## src/rtl/obstacle_point_merge_table_assert.svh

```systemverilog
// Assertion macros used by the merge table top level.
`ifndef OBSTACLE_POINT_MERGE_TABLE_ASSERT_SVH
`define OBSTACLE_POINT_MERGE_TABLE_ASSERT_SVH
`ifndef SYNTHESIS
`define OPMT_ASSERT(label, cond) \
    label: assert property (@(posedge clk) disable iff (!rst_n) (cond)) \
        else $error("assertion failed");
`define OPMT_IMPLY(label, pre, post) \
    label: assert property (@(posedge clk) disable iff (!rst_n) (pre) |=> (post)) \
        else $error("assertion failed");
`else
`define OPMT_ASSERT(label, cond)
`define OPMT_IMPLY(label, pre, post)
`endif
`endif

```

## src/rtl/opmt_pkg.sv

```systemverilog
// Package: widths, status codes and register indexes of the merge table.
package opmt_pkg;
    localparam int TABLE_DEPTH = 128;
    localparam int IDX_W = $clog2(TABLE_DEPTH);
    localparam int CNT_W = IDX_W + 1;
    localparam int OBJECT_IDS = 16;
    localparam int OID_W = $clog2(OBJECT_IDS);
    localparam logic [31:0] REFRESH_MS = 32'd500;
    localparam logic [7:0] NO_ID = 8'hFF;

    localparam logic [2:0] ST_FAR = 3'd0;
    localparam logic [2:0] ST_CHANGED = 3'd1;
    localparam logic [2:0] ST_SAME = 3'd2;
    localparam logic [2:0] ST_ADDED = 3'd3;
    localparam logic [2:0] ST_FULL = 3'd4;
    localparam logic [2:0] ST_SWEEP = 3'd5;
    localparam logic [2:0] ST_OFF = 3'd6;

    localparam logic [2:0] REG_LIMIT = 3'd0;
    localparam logic [2:0] REG_EXPIRY = 3'd1;
    localparam logic [2:0] REG_LEVEL = 3'd2;
    localparam logic [2:0] REG_SCALE = 3'd3;
    localparam logic [2:0] REG_RMIN = 3'd4;
    localparam logic [2:0] REG_DMAX = 3'd5;

    typedef struct packed {
        logic [7:0]  table_limit;
        logic [6:0]  expiry_seconds;
        logic [1:0]  output_level;
        logic [15:0] radius_scale;
        logic [9:0]  radius_min_cm;
        logic [9:0]  distance_max_cm;
    } cfg_t;

    typedef struct packed {
        logic signed [23:0] north;
        logic signed [23:0] east;
        logic signed [23:0] down;
        logic [31:0]        tstamp;
        logic [15:0]        radius;
        logic [7:0]         object;
        logic               send;
    } entry_t;
endpackage

```

## src/rtl/opmt_regs.sv

```systemverilog
// APB-style configuration registers.
module opmt_regs (
    input  logic              clk,
    input  logic              rst_n,
    input  logic              psel,
    input  logic              penable,
    input  logic              pwrite,
    input  logic [4:0]        paddr,
    input  logic [31:0]       pwdata,
    output logic [31:0]       prdata,
    output logic              pready,
    output opmt_pkg::cfg_t    cfg
);
    import opmt_pkg::*;
    cfg_t cfg_reg;
    logic [2:0] sel;
    assign sel = paddr[4:2];
    assign pready = 1'b1;
    assign cfg = cfg_reg;

    always_ff @(posedge clk or negedge rst_n)
    begin
        if (!rst_n)
        begin
            cfg_reg.table_limit <= 8'd100;
            cfg_reg.expiry_seconds <= 7'd10;
            cfg_reg.output_level <= 2'd1;
            cfg_reg.radius_scale <= 16'd5734;
            cfg_reg.radius_min_cm <= 10'd1;
            cfg_reg.distance_max_cm <= 10'd0;
        end
        else if (psel && penable && pwrite && paddr[1:0] == 2'b00)
        begin
            unique case (sel)
                REG_LIMIT:  cfg_reg.table_limit <= pwdata[7:0];
                REG_EXPIRY: cfg_reg.expiry_seconds <= pwdata[6:0];
                REG_LEVEL:  cfg_reg.output_level <= pwdata[1:0];
                REG_SCALE:  cfg_reg.radius_scale <= pwdata[15:0];
                REG_RMIN:   cfg_reg.radius_min_cm <= pwdata[9:0];
                REG_DMAX:   cfg_reg.distance_max_cm <= pwdata[9:0];
                default: ;
            endcase
        end
    end

    always_comb
    begin
        prdata = '0;
        unique case (sel)
            REG_LIMIT:  prdata = {24'd0, cfg_reg.table_limit};
            REG_EXPIRY: prdata = {25'd0, cfg_reg.expiry_seconds};
            REG_LEVEL:  prdata = {30'd0, cfg_reg.output_level};
            REG_SCALE:  prdata = {16'd0, cfg_reg.radius_scale};
            REG_RMIN:   prdata = {22'd0, cfg_reg.radius_min_cm};
            REG_DMAX:   prdata = {22'd0, cfg_reg.distance_max_cm};
            default:    prdata = '0;
        endcase
    end
endmodule

```

## config.mk

```make
export PLATFORM = sky130hd
export DESIGN_NAME = opmt_regs
export DESIGN_NICKNAME = d
export VERILOG_FILES = /design/src/rtl/obstacle_point_merge_table_assert.svh /design/src/rtl/opmt_pkg.sv /design/src/rtl/opmt_regs.sv
export SDC_FILE = /design/constraint.sdc
export NUM_CORES = 1
export LEC_CHECK = 0
export BUFFER_PORTS_ARGS = -buffer_cell sky130_fd_sc_hd__buf_2
export CAP_MARGIN = 20
export CELL_PAD_IN_SITES_DETAIL_PLACEMENT = 1
export CELL_PAD_IN_SITES_GLOBAL_PLACEMENT = 2
export CORE_ASPECT_RATIO = 0.75
export CORE_MARGIN = 4
export CORE_UTILIZATION = 26
export DETAILED_ROUTE_END_ITERATION = 12
export PLACE_DENSITY = 0.79
export SETUP_SLACK_MARGIN = 0.4
export SLEW_MARGIN = 10
export SYNTH_ARGS = -nofsm -noshare
export SYNTH_HDL_FRONTEND = slang
export SYNTH_SLANG_ARGS = --single-unit
```

## constraint.sdc

```tcl
create_clock -name clk -period 0.98 [get_ports clk]
set_input_delay 0.049 -clock clk [delete_from_list [all_inputs] [get_ports clk]]
set_output_delay 0.049 -clock clk [all_outputs]
set_load 0.05 [all_outputs]
```

==> out/qor.csv <==
metric,value,unit
status,"complete, but fails checks",
violations,"hold timing, setup timing",
critical_path_arrival,1.51,ns
syn_inst,201,
nNetsFinal,430,
die_height,95.9,um
initial_core_util,27.2,%
period_needed,1.56,ns
synth.area.top_cells,"dfrtp_1, mux2_2, dfstp_2",
yosysUniqueCellTypes,38,
drv_slew,0,
grtUsageTotal,16.8,%
clockBufferDepth,2,
die_w,125,um
synth.largest_area_cell,dfrtp_1,
final_util,55.2,%
ant_nets,0,
vdd_drop_max,0.662,mV
synth-seq-cells,53,
largest_register_ffs,53,
cts_htree_levels,2,
syn_area_per_cell,13.3,um2
syn_to_final_growth,103,%
critPathMaxFanout,2,
hold_viol,47,
setup_violations,101,
ys_dominant_reg_cell,dfrtp_1,
stdcell_count,521,
holdWs,-0.266,ns
period_share,159,%
r2r-start,cfg[13],
p_leak,2.56,nW
synth-edff-count,0,
netlist_area,0.00268,mm2
worstSkewPairLatency,0.29,ns
fin_ws,-0.578,ns
synth_seq_area_share,50.2,%
p_per_area,1340,mW/mm2
cts_buffers,5,
clock_sinks,53,
crit_path_end_kind,output port,
portBuffers,94,
dp_cells,492,
grt_max_degree,54,
antenna_found_initial,0,
r2r_cells,4,
die_area,0.0120,mm2
ys_warn_count,0,
dp_slack,-0.419,ns
finalSetupTns,-11.08,ns
finalClockSkew,0,ns
start_kind,flop,
io_pins,128,
grt_pass1_vias,2628,
num_antenna_cells,0,
rsz0062_at_grt,true,
post-dp-hpwl,6840,um
drc,0,
via_count,2319,
rows,31,
maxCapViolations,0,
synth.most_common_cell,mux2_2,
drive_above_1_share,88.2,%
required,0.93,ns
clk_pin_slew,0.07,ns
rrSetupSlack,-0.15,ns
avgRoutedWirePerCell,19.4,um
drt-total-wl,10100,um
yosys-top-cells-count,"mux2_2, dfrtp_1, buf_4",
hold_class,in -> async,
r2r-end,cfg[13],
yosysTopAreaCellShare,36.4,%
root_buffer,clkbuf_16,
viasPerCell,4.45,
core_area,0.00985,mm2
overflow,0,
gp_congestion,0.779,
cts_tree,done,
first_pass_iters,4,
grt_pass1_wl,15600,um
crit_type,reg -> out,
max_freq,642,MHz
async_flop_share,100,%
first_iter_violations,62,
-- stage by stage --
stage               hold slack (ns)  instance area (um2)  power, W
finish                       -0.266                 5440   0.00731
floorplan                    -0.247                 3030   0.00400
global placement             0.0700                 4090   0.00465
CTS                          -0.245                 5180   0.00718
global route                 -0.233                 5440   0.00760
detailed placement           0.0758                 4090   0.00469
-- placed cells by master, fill, tap and decap left out, types with 2 or more instances in the layout --
| cell type | instances |
|---|---|
| buf_8 | 58 |
| buf_4 | 29 |
| nand4_4 | 2 |
| clkbuf_1 | 2 |
| nor2_1 | 5 |
| mux2i_4 | 2 |
| mux2i_1 | 13 |
| mux2_2 | 40 |
| o2bb2ai_4 | 2 |
| a221o_2 | 2 |
| conb_1 | 17 |
| and3_4 | 6 |
| nand2_1 | 2 |
| dfrtp_2 | 39 |
| dfstp_2 | 14 |
| a21oi_2 | 3 |
| mux2_4 | 16 |
| buf_2 | 22 |
| buf_6 | 78 |
| clkbuf_16 | 5 |
| a2bb2oi_4 | 3 |
| buf_12 | 8 |
-- final cells by class --
cell class | count | area [um2]
clock buffer | 8 | 146
fill | 983 | 4410
inverter | 1 | 3.75
multi-input combinational | 132 | 1500
sequential | 53 | 1390
tap | 132 | 165
timing repair buffer | 195 | 2240
-- worst max path at each step --
| stage | from | endpoint | slack, ns |
|---|---|---|---|
| after floorplan | cfg[36] | prdata[0] | -0.53 |
| after global placement | paddr[0] | cfg[31] | -0.39 |
| after detailed placement | paddr[3] | cfg[28] | -0.42 |
| after CTS | cfg[46] | prdata[1] | -0.56 |
| after global routing | cfg[46] | prdata[1] | -0.60 |
| final | cfg[46] | prdata[1] | -0.58 |
-- routing by layer --
layer | up-vias | track usage, % | wire (um) | part of all wire (%)
met5 | - | 0 | 0 | 0
met4 | 0 | 4.15 | 161 | 1.6
li1 | 1069 | - | - | -
met3 | 13 | 3.72 | 377 | 3.7
met1 | 1174 | 20.4 | 4310 | 43
met2 | 63 | 30.8 | 5230 | 52
-- power breakdown --
part / internal (W) / total [W] / leakage [nW] / switching (W)
combinational: 0.00137 / 0.00292 / 1.88 / 0.00155
clock: 0.00102 / 0.00181 / 0.0712 / 0.000787
sequential: 0.00243 / 0.00259 / 0.615 / 0.000158
total: 0.00482 / 0.00731 / 2.56 / 0.00249
-- worst max-delay path, cell delays in order, from the launching register on --
cell and delay [ns]:
dfrtp_2 0.41, mux2_2 0.27, a221o_2 0.38, buf_8 0.16
-- cells by family after synthesis --
family	after synthesis	share of synthesized area, %
muxes	72	29.5
other	2	0.280
DFF	53	50.2
AOI/OAI and AO/OA	16	4.67
and+or+nand+nor	27	7.33
buffers and inverters	31	8.03
-- repair_timing --
action / CTS / global route
pin swaps: 13 / 6
setup endpoints to repair: 122 / 122
setup buffers: 6 / 15
endpoints found under the hold margin: 45 / 43
gates resized for setup: 258 / 38
Power figures use the tool's default switching activity.
