File: config.mk
export PLATFORM = sky130hd
export DESIGN_NAME = opmt_dist
export DESIGN_NICKNAME = d
export VERILOG_FILES = /design/src/rtl/obstacle_point_merge_table_assert.svh /design/src/rtl/opmt_dist.sv
export SDC_FILE = /design/constraint.sdc
export NUM_CORES = 2
export LEC_CHECK = 0
export BUFFER_PORTS_ARGS = -buffer_cell sky130_fd_sc_hd__buf_2
export CAP_MARGIN = 20
export CORE_MARGIN = 5
export CORE_UTILIZATION = 55
export CTS_BUF_LIST = sky130_fd_sc_hd__clkbuf_16
export DETAILED_ROUTE_END_ITERATION = 12
export MAX_ROUTING_LAYER = met4
export PLACE_DENSITY = 0.72
export SLEW_MARGIN = 10
export SYNTH_ARGS = -nofsm -noshare
export SYNTH_HDL_FRONTEND = slang
export SYNTH_SLANG_ARGS = --single-unit
File: constraint.sdc
create_clock -name clk -period 14.95 [get_ports clk]
set_input_delay 2.99 -clock clk [delete_from_list [all_inputs] [get_ports clk]]
set_output_delay 2.99 -clock clk [all_outputs]
set_load 0.1 [all_outputs]
File: src/rtl/obstacle_point_merge_table_assert.svh
// Assertion macros used by the merge table top level.
`ifndef OBSTACLE_POINT_MERGE_TABLE_ASSERT_SVH
`define OBSTACLE_POINT_MERGE_TABLE_ASSERT_SVH
`ifndef SYNTHESIS
`define OPMT_ASSERT(label, cond) \
    label: assert property (@(posedge clk) disable iff (!rst_n) (cond)) \
        else $error("assertion failed");
`define OPMT_IMPLY(label, pre, post) \
    label: assert property (@(posedge clk) disable iff (!rst_n) (pre) |=> (post)) \
        else $error("assertion failed");
`else
`define OPMT_ASSERT(label, cond)
`define OPMT_IMPLY(label, pre, post)
`endif
`endif

File: src/rtl/opmt_dist.sv
// Pipelined squared distance between a stored entry and the point.
module opmt_dist (
    input  logic               clk,
    input  logic signed [23:0] an,
    input  logic signed [23:0] ae,
    input  logic signed [23:0] ad,
    input  logic signed [23:0] bn,
    input  logic signed [23:0] be,
    input  logic signed [23:0] bd,
    output logic [50:0]        dsq
);
    logic [24:0] dn_reg, de_reg, dd_reg;
    logic [49:0] sn_reg, se_reg, sd_reg;
    logic signed [24:0] xn, xe, xd;

    always_comb
    begin
        xn = 25'(an) - 25'(bn);
        xe = 25'(ae) - 25'(be);
        xd = 25'(ad) - 25'(bd);
    end

    // Stage 1 keeps magnitudes, stage 2 squares, stage 3 sums.
    always_ff @(posedge clk)
    begin
        dn_reg <= xn[24] ? 25'(-xn) : 25'(xn);
        de_reg <= xe[24] ? 25'(-xe) : 25'(xe);
        dd_reg <= xd[24] ? 25'(-xd) : 25'(xd);
        sn_reg <= 50'(dn_reg) * 50'(dn_reg);
        se_reg <= 50'(de_reg) * 50'(de_reg);
        sd_reg <= 50'(dd_reg) * 50'(dd_reg);
        dsq <= 51'(sn_reg) + 51'(se_reg) + 51'(sd_reg);
    end
endmodule

==> reports/summary.json <==
{
  "outcome": "finished clean",
  "first_iter_violations": 2822,
  "synth-edff-count": 0,
  "detailroute.via_count": 49300,
  "clockBufferDepth": 3,
  "cts_root_buffer": "sky130_fd_sc_hd__clkbuf_16",
  "regToRegStartpoint": "dn_reg[11]",
  "hold_path_class": "flop to flop",
  "distinct_cells_synth": 90,
  "netlist_area_um2": 67900,
  "design.die.area_um2": 131000,
  "timing_hold_violations_final": 0,
  "wirelength_mm": 164,
  "use_met3_pct": 3.88,
  "route.detailed.vias_per_inst": 5.33,
  "multiInputGateArea_um2": 53800,
  "regToRegEndpoint": "sn_reg[47]",
  "final.min_clock_period_ns": 8.51,
  "fin_crit_sh_pct": 56.9,
  "slew-limit-headroom_pct": 24.5,
  "tritoncts_num_sinks": 273,
  "syn_inst": 7484,
  "maxCapViolCount": 0,
  "timing.final.max_slew_violations": 0,
  "max_freq_mhz": 117,
  "detailed_place_hpwl_mm": 138,
  "ys_dominant_reg_cell": "sky130_fd_sc_hd__dfxtp_1",
  "hold_buffers": 0,
  "horizontal_die_dimension_um": 361,
  "layout-area-overhead-vs-synth_pct": 5.88,
  "grt_pass1_vias": 53600,
  "count_of_buffer_and_inverter_cells_on_the_critical_path": 7,
  "globalRouteTotalUtil_pct": 26.7,
  "synth_seq_cells": 273,
  "timing.final.ws_setup_ns": 6.44,
  "cts.reportedPaths.clkPinSlew_ns": 0.06,
  "largest-register": "dsq",
  "post_placement_setup_slack_ns": 6.54,
  "avgRoutedWirePerCell_um": 17.8,
  "floorplan.initialDensity_pct": 55.1,
  "synthMostInstantiatedCell": "sky130_fd_sc_hd__inv_1",
  "grt_antenna_before_repair": 11,
  "r2r_slack_ns": 6.44,
  "fp.dieH_um": 361,
  "tightest_slew_ns": 1.13,
  "global_route.usage.met1_pct": 34.2,
  "yosysTopAreaCell": "sky130_fd_sc_hd__fa_1",
  "critPathMaxFanout": 19,
  "worst_path_max_delay_cell": "sky130_fd_sc_hd__dfxtp_1",
  "worst_setup_path_category": "flop to flop",
  "numCtsBuffers": 34,
  "worstSetupEndpoint": "sn_reg[47]",
  "number_of_post_cts_setup_repair_buffers": 0,
  "routing_usage_on_met2_pct": 43.9,
  "synthArstFlopShare_pct": 0,
  "clock_insertion_delay_worst_skew_ns": 0.59,
  "grt_max_degree": 29,
  "synth_sequential_area_ratio_pct": 8.05,
  "report.final.setup_viol": 0,
  "ioPinCount": 196,
  "crit_path_end_kind": "flop",
  "tritoncts": "built",
  "syn-mean-instance-area_um2": 9.08,
  "largest_register_ffs": 51,
  "grt_overflow": 0,
  "synth_top_cells_by_area": "sky130_fd_sc_hd__fa_1 (43%), sky130_fd_sc_hd__ha_1 (13%), sky130_fd_sc_hd__inv_1 (12%)",
  "drc": 0,
  "final_layout_size_suffix_gt1_share_pct": 4.80,
  "ys.warnings.count": 0,
  "worst_ep_arrival_time_ns": 8.97,
  "fp-row-count": 129,
  "globalRoute.busiestLayer": "met2",
  "startpoint_type": "flop",
  "place.gp.congestion": 0.953,
  "path_depth": 26,
  "crit_family": "adder cells",
  "worstPathRequired_ns": 15.40,
  "postCtsResizedCells": 0,
  "nets": 9864,
  "layout.area.seq_um2": 5470,
  "global_route_wire_length_before_repair_mm": 273,
  "drt_first_pass_iters": 6,
  "final.setup_skew_ns": 0.0367,
  "finalSetupTns_ns": 0,
  "netlist_top_cells_count": "sky130_fd_sc_hd__inv_1 (2117), sky130_fd_sc_hd__fa_1 (1451), sky130_fd_sc_hd__ha_1 (687), sky130_fd_sc_hd__nand2_1 (626), sky130_fd_sc_hd__and2_1 (371)",
  "stage_delay_of_the_slowest_cell_on_the_critical_path_ns": 0.84,
  "drt.antenna.violating_nets": 0,
  "nFillCells": 10700,
  "worstRegToRegCells": 26,
  "design.core.area_um2": 123000,
  "h_tree_depth": 2,
  "port_buffers": 195,
  "grt_setup_unrepaired": "no",
  "netlist.area_leader.share_pct": 42.8,
  "worst_setup_path_startpoint": "dn_reg[11]"
}
-- placed cells by master, fill, tap and decap left out, drive strengths merged, types with 7 or more instances in the layout --
cell         n
or2         17
fa        1451
a21o       139
a221oi      12
o21a        27
clkbuf      35
nand3       67
nand2b      34
o311ai       7
clkinv      10
a2111oi      9
o21ai      143
xor2       109
inv       2124
dfxtp      273
nand4       31
and2       371
or3         14
o211ai      24
buf        260
nor3        28
a21boi      11
xnor2      224
o31ai       21
nor2b       49
ha         687
and3        37
nand2      626
nor4         8
o21bai      36
clkinvlp     7
a211o       12
nor3b       11
nor2       242
a31oi       35
a311oi       8
a211oi      34
a21oi      280
-- area by class of cell --
| class | instances | share of cell area, % |
|---|---|---|
| clock buffer | 35 | 1.22 |
| tap | 1637 | 2.85 |
| inverter | 2117 | 11.1 |
| timing repair buffer | 260 | 2.18 |
| antenna | 6 | 0.0209 |
| multi-input combinational | 4895 | 74.8 |
| sequential | 273 | 7.60 |
| clock inverter | 26 | 0.304 |
-- kinds of logic (layout without fill, tap and decap cells) --
kind of cell    count (synthesis)  count (layout)  share of synthesized area [%]
mux                             9               9                          0.142
buf+inv                      2318            2438                           12.8
flops                         273             273                           8.05
xor+xnor                      333             333                           4.31
compound gates                852             852                           8.09
other cells                     1               9                        0.00552
fa+ha+maj                    2138            2138                           55.4
simple gates                 1560            1560                           11.2
-- metrics by stage --
step / hold WS, ns / area, um2 / util (%) / std cells
after detailed placement: 0.586 / 70600 / 57.4 / 9175
after global placement: 0.592 / 70600 / 57.3 / 9174
after global routing: 0.629 / 71900 / 58.4 / 9245
final: 0.591 / 71900 / 58.4 / 9249
after floorplan: 0.411 / 67900 / - / 7486
after CTS: 0.595 / 71700 / 58.3 / 9236
-- how the worst min path moves through the flow --
stage / startpoint / endpoint / cells past startpoint
6_report: sn_reg[0] / dsq[0] / 3
3_3_place_gp: sn_reg[0] / dsq[0] / 3
4_1_cts: sn_reg[0] / dsq[0] / 3
3_5_place_dp: sn_reg[0] / dsq[0] / 3
5_1_grt: sn_reg[0] / dsq[0] / 3
2_1_floorplan: de_reg[0] / se_reg[0] / 0
-- worst reg2reg max path, cell delays in order (launching register included) --
cell and delay [ns]:
sky130_fd_sc_hd__dfxtp_1 0.84, sky130_fd_sc_hd__inv_1 0.37, sky130_fd_sc_hd__nor2_1 0.28, sky130_fd_sc_hd__inv_1 0.09, sky130_fd_sc_hd__fa_1 0.47, sky130_fd_sc_hd__fa_1 0.55
sky130_fd_sc_hd__inv_1 0.05, sky130_fd_sc_hd__fa_1 0.50, sky130_fd_sc_hd__inv_1 0.05, sky130_fd_sc_hd__fa_1 0.53, sky130_fd_sc_hd__inv_1 0.05, sky130_fd_sc_hd__fa_1 0.45
sky130_fd_sc_hd__fa_1 0.55, sky130_fd_sc_hd__inv_1 0.06, sky130_fd_sc_hd__fa_1 0.48, sky130_fd_sc_hd__inv_1 0.04, sky130_fd_sc_hd__ha_1 0.35, sky130_fd_sc_hd__nand2_1 0.10
sky130_fd_sc_hd__nand2_1 0.06, sky130_fd_sc_hd__a21o_1 0.18, sky130_fd_sc_hd__a21o_1 0.19, sky130_fd_sc_hd__a32o_1 0.22, sky130_fd_sc_hd__a31oi_1 0.49, sky130_fd_sc_hd__o31ai_1 0.23
sky130_fd_sc_hd__a211oi_1 0.76, sky130_fd_sc_hd__o311ai_0 0.26, sky130_fd_sc_hd__xor2_1 0.19
-- metal layers --
metal	wire length (um)	up-vias
met1	67500	24800
met4	6450	0
li1	-	22600
met2	79600	1489
met5	0	-
met3	10800	331
Power is not shown: default switching activity piles up to over one toggle a cycle in this logic, so the estimate is an artifact.
